--- src/hdl/orb_pkg.sv ---
// types and constants shared by the overwrite-oldest ring buffer modules
// no dependencies
`default_nettype none

package orb_pkg;

    // fixed field widths
    localparam int WORD_W = 32;
    localparam int MODE_W = 2;
    localparam int LEN_W  = 7;

    // buffer_length after reset
    localparam logic [LEN_W-1:0] LEN_RESET = 7'd8;

    // register index of buffer_length, taken from paddr[2]
    localparam logic REG_BUFFER_LENGTH = 1'b0;

    // input mode codes
    localparam logic [MODE_W-1:0] MODE_INSERT = 2'd0;
    localparam logic [MODE_W-1:0] MODE_DUMP   = 2'd1;
    localparam logic [MODE_W-1:0] MODE_CLEAR  = 2'd2;

    // command kinds passed from front to back
    typedef enum logic [1:0] {
        CMD_INSERT,
        CMD_DUMP,
        CMD_CLEAR
    } cmd_kind_t;

    typedef struct packed {
        cmd_kind_t          kind;
        logic [WORD_W-1:0]  value;
    } cmd_t;

    // back-end sequencer states
    typedef enum logic {
        BK_IDLE,
        BK_DUMP
    } bk_state_t;

endpackage

`default_nettype wire

--- src/hdl/orb_ram.sv ---
// generic simple dual-port ram with registered read
// no dependencies
`default_nettype none

module orb_ram #(
    parameter int WIDTH = 32,
    parameter int DEPTH = 64
) (
    input  wire logic                     clk,
    input  wire logic                     wr_en,
    input  wire logic [$clog2(DEPTH)-1:0] wr_addr,
    input  wire logic [WIDTH-1:0]         wr_data,
    input  wire logic                     rd_en,
    input  wire logic [$clog2(DEPTH)-1:0] rd_addr,
    output logic      [WIDTH-1:0]         rd_data
);

    logic [WIDTH-1:0] mem [DEPTH];

    // write port
    always_ff @(posedge clk)
    begin
        if (wr_en)
        begin
            mem[wr_addr] <= wr_data;
        end
    end

    // registered read port
    always_ff @(posedge clk)
    begin
        if (rd_en)
        begin
            rd_data <= mem[rd_addr];
        end
    end

endmodule

`default_nettype wire

--- src/hdl/orb_front.sv ---
// input side: accepts items, classifies the mode and queues commands
// depends on orb_pkg
`default_nettype none

module orb_front (
    input  wire logic                       clk,
    input  wire logic                       rst_n,
    input  wire logic                       in_valid,
    output logic                            in_ready,
    input  wire logic [orb_pkg::MODE_W-1:0] in_mode,
    input  wire logic [orb_pkg::WORD_W-1:0] in_value,
    output logic                            cmd_valid,
    input  wire logic                       cmd_ready,
    output orb_pkg::cmd_t                   cmd
);

    import orb_pkg::*;

    cmd_t       q_reg [2];
    logic       wr_ptr_reg;
    logic       wr_ptr_next;
    logic       rd_ptr_reg;
    logic       rd_ptr_next;
    logic [1:0] occ_reg;
    logic [1:0] occ_next;
    logic       known;
    cmd_kind_t  kind;
    logic       push;
    logic       pop;

    // mode decode, unused code is dropped
    always_comb
    begin
        known = 1'b1;
        kind  = CMD_INSERT;
        unique case (in_mode)
            MODE_INSERT: kind = CMD_INSERT;
            MODE_DUMP:   kind = CMD_DUMP;
            MODE_CLEAR:  kind = CMD_CLEAR;
            default:     known = 1'b0;
        endcase
    end

    assign in_ready  = (occ_reg != 2'd2);
    assign push      = in_valid && in_ready && known;
    assign cmd_valid = (occ_reg != 2'd0);
    assign pop       = cmd_valid && cmd_ready;
    assign cmd       = q_reg[rd_ptr_reg];

    // queue pointers
    always_comb
    begin
        wr_ptr_next = push ? ~wr_ptr_reg : wr_ptr_reg;
        rd_ptr_next = pop ? ~rd_ptr_reg : rd_ptr_reg;
        occ_next    = occ_reg + {1'b0, push} - {1'b0, pop};
    end

    always_ff @(posedge clk or negedge rst_n)
    begin
        if (!rst_n)
        begin
            wr_ptr_reg <= 1'b0;
            rd_ptr_reg <= 1'b0;
            occ_reg    <= 2'd0;
        end
        else
        begin
            wr_ptr_reg <= wr_ptr_next;
            rd_ptr_reg <= rd_ptr_next;
            occ_reg    <= occ_next;
        end
    end

    // queue entries
    always_ff @(posedge clk)
    begin
        if (push)
        begin
            q_reg[wr_ptr_reg] <= '{kind: kind, value: in_value};
        end
    end

endmodule

`default_nettype wire

--- src/hdl/orb_back.sv ---
// back end: ring pointers, word store, dump sequencer and result queue
// depends on orb_pkg and orb_ram
`default_nettype none

module orb_back #(
    parameter int MAX_DEPTH = 64
) (
    input  wire logic                               clk,
    input  wire logic                               rst_n,
    input  wire logic [$clog2(MAX_DEPTH+1)-1:0]     cap,
    input  wire logic                               cfg_clear,
    input  wire logic                               cmd_valid,
    output logic                                    cmd_ready,
    input  wire orb_pkg::cmd_t                      cmd,
    output logic                                    out_valid,
    input  wire logic                               out_ready,
    output logic [orb_pkg::WORD_W-1:0]              out_word,
    output logic                                    out_real,
    output logic                                    out_last
);

    import orb_pkg::*;

    localparam int IDX_W = $clog2(MAX_DEPTH);
    localparam int CNT_W = $clog2(MAX_DEPTH + 1);
    localparam int SUM_W = IDX_W + 1;

    bk_state_t         state_reg;
    bk_state_t         state_next;
    logic [IDX_W-1:0]  oldest_reg;
    logic [IDX_W-1:0]  oldest_next;
    logic [CNT_W-1:0]  count_reg;
    logic [CNT_W-1:0]  count_next;
    logic [IDX_W-1:0]  rd_ptr_reg;
    logic [IDX_W-1:0]  rd_ptr_next;
    logic [CNT_W-1:0]  rd_left_reg;
    logic [CNT_W-1:0]  rd_left_next;
    logic              inflight_reg;
    logic              inflight_real_reg;
    logic              inflight_last_reg;
    logic              issue;
    logic              issue_ok;
    logic              wr_en;
    logic              rd_en;
    logic [SUM_W-1:0]  wr_sum;
    logic [IDX_W-1:0]  wr_addr;
    logic [WORD_W-1:0] rd_data;

    // result queue, two entries
    logic [WORD_W-1:0] oq_word_reg [2];
    logic              oq_real_reg [2];
    logic              oq_last_reg [2];
    logic              oq_wr_reg;
    logic              oq_rd_reg;
    logic [1:0]        oq_occ_reg;
    logic              oq_pop;
    logic [2:0]        credit;

    function automatic logic [IDX_W-1:0] idx_inc(input logic [IDX_W-1:0] p);
        return (p == IDX_W'(MAX_DEPTH - 1)) ? '0 : p + 1'b1;
    endfunction

    // slot after the newest word, wrapped once
    assign wr_sum  = {1'b0, oldest_reg} + SUM_W'(count_reg);
    assign wr_addr = (wr_sum >= SUM_W'(MAX_DEPTH)) ? IDX_W'(wr_sum - SUM_W'(MAX_DEPTH))
                                                   : IDX_W'(wr_sum);

    // a read may issue when queued plus in-flight results leave a free slot
    assign oq_pop   = out_valid && out_ready;
    assign credit   = {1'b0, oq_occ_reg} + {2'b00, inflight_reg} - {2'b00, oq_pop};
    assign issue_ok = (credit < 3'd2);

    assign cmd_ready = (state_reg == BK_IDLE);

    // sequencer
    always_comb
    begin
        state_next   = state_reg;
        oldest_next  = oldest_reg;
        count_next   = count_reg;
        rd_ptr_next  = rd_ptr_reg;
        rd_left_next = rd_left_reg;
        issue        = 1'b0;
        wr_en        = 1'b0;
        rd_en        = 1'b0;
        unique case (state_reg)
            BK_IDLE:
            begin
                if (cmd_valid)
                begin
                    case (cmd.kind)
                        CMD_INSERT:
                        begin
                            wr_en = 1'b1;
                            if (count_reg >= cap)
                            begin
                                oldest_next = idx_inc(oldest_reg);
                            end
                            else
                            begin
                                count_next = count_reg + 1'b1;
                            end
                        end
                        CMD_DUMP:
                        begin
                            rd_ptr_next  = oldest_reg;
                            rd_left_next = count_reg;
                            state_next   = BK_DUMP;
                        end
                        CMD_CLEAR:
                        begin
                            oldest_next = '0;
                            count_next  = '0;
                        end
                        default:
                        begin
                        end
                    endcase
                end
            end
            BK_DUMP:
            begin
                // an empty store gives one flagged result
                if (issue_ok)
                begin
                    issue       = 1'b1;
                    rd_en       = (rd_left_reg != '0);
                    rd_ptr_next = idx_inc(rd_ptr_reg);
                    if (rd_left_reg <= CNT_W'(1))
                    begin
                        state_next = BK_IDLE;
                    end
                    else
                    begin
                        rd_left_next = rd_left_reg - 1'b1;
                    end
                end
            end
            default:
            begin
                state_next = BK_IDLE;
            end
        endcase
        if (cfg_clear)
        begin
            oldest_next = '0;
            count_next  = '0;
        end
    end

    always_ff @(posedge clk or negedge rst_n)
    begin
        if (!rst_n)
        begin
            state_reg    <= BK_IDLE;
            oldest_reg   <= '0;
            count_reg    <= '0;
            rd_ptr_reg   <= '0;
            rd_left_reg  <= '0;
            inflight_reg <= 1'b0;
        end
        else
        begin
            state_reg    <= state_next;
            oldest_reg   <= oldest_next;
            count_reg    <= count_next;
            rd_ptr_reg   <= rd_ptr_next;
            rd_left_reg  <= rd_left_next;
            inflight_reg <= issue;
        end
    end

    // flags travel beside the ram read
    always_ff @(posedge clk)
    begin
        if (issue)
        begin
            inflight_real_reg <= (rd_left_reg != '0);
            inflight_last_reg <= (rd_left_reg <= CNT_W'(1));
        end
    end

    orb_ram #(
        .WIDTH (WORD_W),
        .DEPTH (MAX_DEPTH)
    ) u_store (
        .clk     (clk),
        .wr_en   (wr_en),
        .wr_addr (wr_addr),
        .wr_data (cmd.value),
        .rd_en   (rd_en),
        .rd_addr (rd_ptr_reg),
        .rd_data (rd_data)
    );

    // result queue control
    always_ff @(posedge clk or negedge rst_n)
    begin
        if (!rst_n)
        begin
            oq_wr_reg  <= 1'b0;
            oq_rd_reg  <= 1'b0;
            oq_occ_reg <= 2'd0;
        end
        else
        begin
            oq_wr_reg  <= inflight_reg ? ~oq_wr_reg : oq_wr_reg;
            oq_rd_reg  <= oq_pop ? ~oq_rd_reg : oq_rd_reg;
            oq_occ_reg <= oq_occ_reg + {1'b0, inflight_reg} - {1'b0, oq_pop};
        end
    end

    // result queue entries
    always_ff @(posedge clk)
    begin
        if (inflight_reg)
        begin
            oq_word_reg[oq_wr_reg] <= inflight_real_reg ? rd_data : '0;
            oq_real_reg[oq_wr_reg] <= inflight_real_reg;
            oq_last_reg[oq_wr_reg] <= inflight_last_reg;
        end
    end

    assign out_valid = (oq_occ_reg != 2'd0);
    assign out_word  = oq_word_reg[oq_rd_reg];
    assign out_real  = oq_real_reg[oq_rd_reg];
    assign out_last  = oq_last_reg[oq_rd_reg];

endmodule

`default_nettype wire

--- src/hdl/overwrite_oldest_ring_buffer_core.sv ---
// Ring buffer of signed 32-bit words that keeps the newest buffer_length words
// (1 to MAX_DEPTH, 0 reads as 1, larger values saturate). An item with tuser 0
// inserts tdata, tuser 1 dumps the contents oldest first with tlast on the
// final word, tuser 2 clears; tuser 3 is accepted and ignored. A dump of an
// empty buffer returns one item with word 0, tuser 0 and tlast set. Inserts
// and clears sustain one item per cycle, while no dump holds the back end,
// through a two-entry command queue. A dump holds the back end while it
// issues one read per stored word (one result when empty), paced by the
// single read port of the word store and by room in the result queue. No
// clearing pass is needed after reset. Writing buffer_length empties the
// buffer; write it only while the block is idle.
// depends on orb_pkg, orb_front, orb_back, orb_ram
`default_nettype none

module overwrite_oldest_ring_buffer_core #(
    parameter int MAX_DEPTH = 64
) (
    input  wire logic               clk,
    input  wire logic               rst_n,
    // input items
    input  wire logic               s_axis_tvalid,
    output logic                    s_axis_tready,
    input  wire logic signed [31:0] s_axis_tdata,   // [31:0] value
    input  wire logic        [1:0]  s_axis_tuser,   // [1:0] mode
    // result items
    output logic                    m_axis_tvalid,
    input  wire logic               m_axis_tready,
    output logic signed      [31:0] m_axis_tdata,   // [31:0] word
    output logic                    m_axis_tuser,   // [0] valid_res
    output logic                    m_axis_tlast,
    // register port
    input  wire logic               psel,
    input  wire logic               penable,
    input  wire logic               pwrite,
    input  wire logic        [2:0]  paddr,
    input  wire logic        [31:0] pwdata,
    output logic             [31:0] prdata,
    output logic                    pready
);

    import orb_pkg::*;

    localparam int CNT_W = $clog2(MAX_DEPTH + 1);
    localparam int CMP_W = (CNT_W > LEN_W) ? CNT_W : LEN_W;

    logic [LEN_W-1:0] buffer_length_reg;
    logic [LEN_W-1:0] buffer_length_next;
    logic             cfg_wr;
    logic             cfg_hit;
    logic [CMP_W-1:0] len_ext;
    logic [CNT_W-1:0] cap;
    logic             cmd_valid;
    logic             cmd_ready;
    cmd_t             cmd;

    // register port
    assign pready  = 1'b1;
    assign cfg_hit = (paddr[2] == REG_BUFFER_LENGTH);
    assign cfg_wr  = psel && penable && pwrite && pready && cfg_hit;
    assign prdata  = cfg_hit ? {{(32 - LEN_W){1'b0}}, buffer_length_reg} : 32'd0;

    assign buffer_length_next = cfg_wr ? pwdata[LEN_W-1:0] : buffer_length_reg;

    always_ff @(posedge clk or negedge rst_n)
    begin
        if (!rst_n)
        begin
            buffer_length_reg <= LEN_RESET;
        end
        else
        begin
            buffer_length_reg <= buffer_length_next;
        end
    end

    // effective capacity, clamped to 1..MAX_DEPTH
    assign len_ext = CMP_W'(buffer_length_reg);

    always_comb
    begin
        if (len_ext == '0)
        begin
            cap = CNT_W'(1);
        end
        else if (len_ext > CMP_W'(MAX_DEPTH))
        begin
            cap = CNT_W'(MAX_DEPTH);
        end
        else
        begin
            cap = CNT_W'(len_ext);
        end
    end

    orb_front u_front (
        .clk       (clk),
        .rst_n     (rst_n),
        .in_valid  (s_axis_tvalid),
        .in_ready  (s_axis_tready),
        .in_mode   (s_axis_tuser),
        .in_value  (s_axis_tdata),
        .cmd_valid (cmd_valid),
        .cmd_ready (cmd_ready),
        .cmd       (cmd)
    );

    orb_back #(
        .MAX_DEPTH (MAX_DEPTH)
    ) u_back (
        .clk       (clk),
        .rst_n     (rst_n),
        .cap       (cap),
        .cfg_clear (cfg_wr),
        .cmd_valid (cmd_valid),
        .cmd_ready (cmd_ready),
        .cmd       (cmd),
        .out_valid (m_axis_tvalid),
        .out_ready (m_axis_tready),
        .out_word  (m_axis_tdata),
        .out_real  (m_axis_tuser),
        .out_last  (m_axis_tlast)
    );

`ifndef SYNTH
    // a dump taken by the back end leaves it busy in the following cycle
    a_dump_busy: assert property (@(posedge clk) disable iff (!rst_n)
        cmd_valid && cmd_ready && (cmd.kind == CMD_DUMP) |=> !cmd_ready)
        else $error("back end ready right after starting a dump");

    // the empty marker is always the final result of its dump
    a_empty_last: assert property (@(posedge clk) disable iff (!rst_n)
        m_axis_tvalid && !m_axis_tuser |-> m_axis_tlast)
        else $error("empty result without tlast");

    // the command queue fills only through an accepted item
    a_ready_fall: assert property (@(posedge clk) disable iff (!rst_n)
        $fell(s_axis_tready) |-> $past(s_axis_tvalid && s_axis_tready))
        else $error("input stalled without an accepted item");
`endif

endmodule

`default_nettype wire

--- config.mk ---
export PLATFORM = sky130hd
export DESIGN_NAME = overwrite_oldest_ring_buffer_core
export DESIGN_NICKNAME = d
export VERILOG_FILES = /design/src/hdl/orb_pkg.sv /design/src/hdl/orb_ram.sv /design/src/hdl/orb_front.sv /design/src/hdl/orb_back.sv /design/src/hdl/overwrite_oldest_ring_buffer_core.sv
export SDC_FILE = /design/constraint.sdc
export NUM_CORES = 2
export LEC_CHECK = 0
export ABC_AREA = 0
export BUFFER_PORTS_ARGS = -buffer_cell sky130_fd_sc_hd__buf_2
export CAP_MARGIN = 20
export CORE_MARGIN = 4
export CORE_UTILIZATION = 55
export DETAILED_ROUTE_END_ITERATION = 7
export MAX_ROUTING_LAYER = met4
export PLACE_DENSITY = 0.76
export SYNTH_ARGS = -nofsm -noshare
export SYNTH_HDL_FRONTEND = slang
export SYNTH_HIERARCHICAL = 1
export SYNTH_SLANG_ARGS = --single-unit
--- constraint.sdc ---
create_clock -name clk -period 11.6 [get_ports clk]
set_clock_uncertainty 0.15 [all_clocks]
set_input_delay 1.74 -clock clk [delete_from_list [all_inputs] [get_ports clk]]
set_output_delay 1.74 -clock clk [all_outputs]
set_load 0.01 [all_outputs]
==> summary.md <==
| Metric | Value |
|---|---|
| Crit path launch type | flip-flop |
| Synth warn | 6 |
| M1 GR Usage | 0.359 |
| Combinational share of power | 0.269 |
| RSZ-0062 raised after global routing | no |
| Pwr Total | 0.0235 W |
| Post-route minimum period | 5280 ps |
| Leak Pwr | 30.5 nW |
| Top cell type's share of synthesized area | 0.764 |
| Endpoints failing setup | 0 |
| Share of cells above drive strength 1 | 0.293 |
| Ys flop type | edfxtp_1 |
| Clock slew at reported path FFs | 60 ps |
| Die width | 406 um |
| Gr usage total | 0.270 |
| GR Layer Usage met2 | 0.417 |
| Die Footprint | 0.165 mm2 |
| Final wirelength | 214 mm |
| Commonest non-fill, non-tap cells in the layout | edfxtp_1 (2218), mux4_2 (544), clkbuf_16 (213) |
| Cell Pwr Density | 241 mW/mm2 |
| NetSw | 0.00714 W |
| CTS Root Cell | clkbuf_16 |
| Global route hottest layer | met2 |
| Register area share after synthesis | 0.777 |
| Num CTS Buffers | 211 |
| Vias in the first global route | 43100 |
| Critical Setup Path Class | flip-flop to flip-flop |
| Final Max Tran Viols | 0 |
| Die H | 406 um |
| Count of different cell masters after synthesis | 77 |
| HPWL after DPL | 105 mm |
| Avg Inst Size Synth | 22.3 um2 |
| Synth Register Bits | 2261 |
| Worst path cell trace | buf_4, buf_4, mux4_2, mux4_2, o22ai_1, nor2_1 |
| Crit path arrival time | 5600 ps |
| Nets@finish | 4239 |
| CORE AREA | 0.157 mm2 |
| Clock Latency Late Sink | 820 ps |
| H-tree depth | 4 |
| Avg WL per Cell | 33.6 um |
| Fmax | 0.189 GHz |
| Port Buf Inserts | 91 |
| Post-DRT Antenna Nets | 0 |
| Area leader, netlist | edfxtp_1 |
| First-pass GRT wire length | 308 mm |
| FILL cells | 10100 |
| Clock buffer depth | 3 |
| Cell family with the largest share of critical-path delay | buffers and inverters |
| # DRC | 0 |
| Critical Path End Type | flip-flop |
| Sequential share of power | 0.444 |
| Top cells by area, synth | edfxtp_1 (76%), mux4_2 (14%), dfrtp_1 (1.2%), mux2i_1 (1.1%), mux2_2 (0.88%) |
| Measured slew at the worst slew-check pin | 1190 ps |
| Mapped Cells | 3900 |
| Final hold viol count | 0 |
| CTS tree | built |
| Status | completed |
| Grt ovf | 0 |
| Post-route clock period utilization | 0.455 |
| GPL Wtd Cong | 0.800 |
| Ys async rst share | 0.0190 |
| CP max stage cell | dfrtp_4 |
| Post-cts sizing count | 0 |
| Max incr delay on CP | 1000 ps |
| Design area | 0.0976 mm2 |
| Number of synthesized flops with an enable pin | 2218 |
| Placed inst area | 0.0906 mm2 |
| Total vias in the final route | 42600 |
| Syn Std Cell Area | 0.0872 mm2 |
| Initial DRT Pass Iterations | 6 |
| Final cell count without fillers | 6366 |
| Critical Path Fanout Max | 45 |
| Setup Fix Bufs, Post-CTS | 0 |
| Clock share of power | 0.286 |
| GR Layer Usage met3 | 0.0614 |
| Max rail drop VDD | 0.204 mV |
| Cell Rows | 145 |
| Max Cap Viol | 0 |
| Post-CTS Hold Fix Bufs | 0 |
| Initial antenna violation count | 10 |
| Sw Share | 0.304 |
| Internal power | 0.0163 W |
| Slew HR | 0.205 |
| DR iter-0 viols | 6528 |
| Placed insts | 5970 |
| Largest register FFs | 2048 |
| # clock sinks | 2261 |
| Buffers & Inverters on Critical Path | 2 |
| Layout area overhead | 12.0% |
| Hold crit path type | flip-flop to flip-flop |
| Most common cell after layout, fill and taps aside | edfxtp_1 |
| Final WS setup | 6320 ps |
| Req. time, crit path | 11920 ps |
| Effective utilization at floorplan | 0.555 |
| IO Count | 145 |
| Final TNS setup | 0 ps |
| Vias/cell | 6.70 |
| Largest net degree at the start of global routing | 114 |
| Pre-CTS setup slack | 6230 ps |
## Yosys cell counts, drive strengths merged, types with 12 or more instances
library cell / count
edfxtp: 2218
nor2b: 24
o21ai: 35
nor3: 13
o22ai: 87
and3: 12
and2: 40
nand2: 41
o221ai: 29
ha: 21
clkbuf: 80
a22oi: 12
nand3: 14
nor2: 148
mux2: 76
a21oi: 77
dfrtp: 42
inv: 25
buf: 143
nand2b: 15
mux4: 544
mux2i: 94
## cell families after synthesis
family	after synthesis	share of synthesized area
adders and majority gates	23	0.00347
muxes	714	0.161
buffers and inverters	248	0.0143
and+or+nand+nor	348	0.0203
other	2	0.0000862
DFF	2261	0.777
AOI/OAI and AO/OA	293	0.0229
xor gates and xnor gates	11	0.00111
## path summary, 6_finish.rpt
path,end,from,slack (ps),cells past startpoint
worst max register to register,u_back/u_store/rd_data[23],u_back/rd_ptr_reg[0],6320,6
min in group asynchronous,u_back/count_reg[4],rst_n,670,1
max in group asynchronous,u_back/rd_ptr_reg[2],rst_n,10110,2
worst min-delay path,u_back/oq_last_reg[0],u_back/inflight_last_reg,310,0
worst min register to register,u_back/oq_last_reg[0],u_back/inflight_last_reg,310,0
worst max-delay path,u_back/u_store/rd_data[23],u_back/rd_ptr_reg[0],6320,6
## power groups by stage
stage | registers, W | clock network [W] | logic (W)
after floorplan | 0.0104 | 0 | 0.00421
after global placement | 0.0106 | 0 | 0.00593
after detailed placement | 0.0106 | 0 | 0.00608
after CTS | 0.0105 | 0.00679 | 0.00620
after global routing | 0.0105 | 0.00717 | 0.00669
final | 0.0104 | 0.00672 | 0.00633
## layer usage
| metal | vias up | share of wire | wire [um] |
|---|---|---|---|
| li1 | 16800 | - | - |
| met1 | 22200 | 0.35 | 74300 |
| met2 | 3138 | 0.49 | 104000 |
| met3 | 508 | 0.13 | 26900 |
| met4 | 0 | 0.042 | 8980 |
| met5 | - | 0 | 0 |
## layout make-up
cell class,instances,area (um2),area share
flip-flops and latches,2261,67700,0.694
multi-input cells,1415,18800,0.193
clock buffers,249,5510,0.0564
well taps,2058,2570,0.0264
repair buffers,226,1730,0.0178
clock inverters,129,1180,0.0121
inverters,25,93.8,0.000961
diodes,3,7.51,0.0000769
## through the flow
step | hold WS, ps | util
2_1_floorplan | 271 | -
3_5_place_dp | 322 | 0.577
6_report | 314 | 0.622
4_1_cts | 335 | 0.620
5_1_grt | 341 | 0.622
3_3_place_gp | 321 | 0.577
Power figures use the tool's default switching activity.
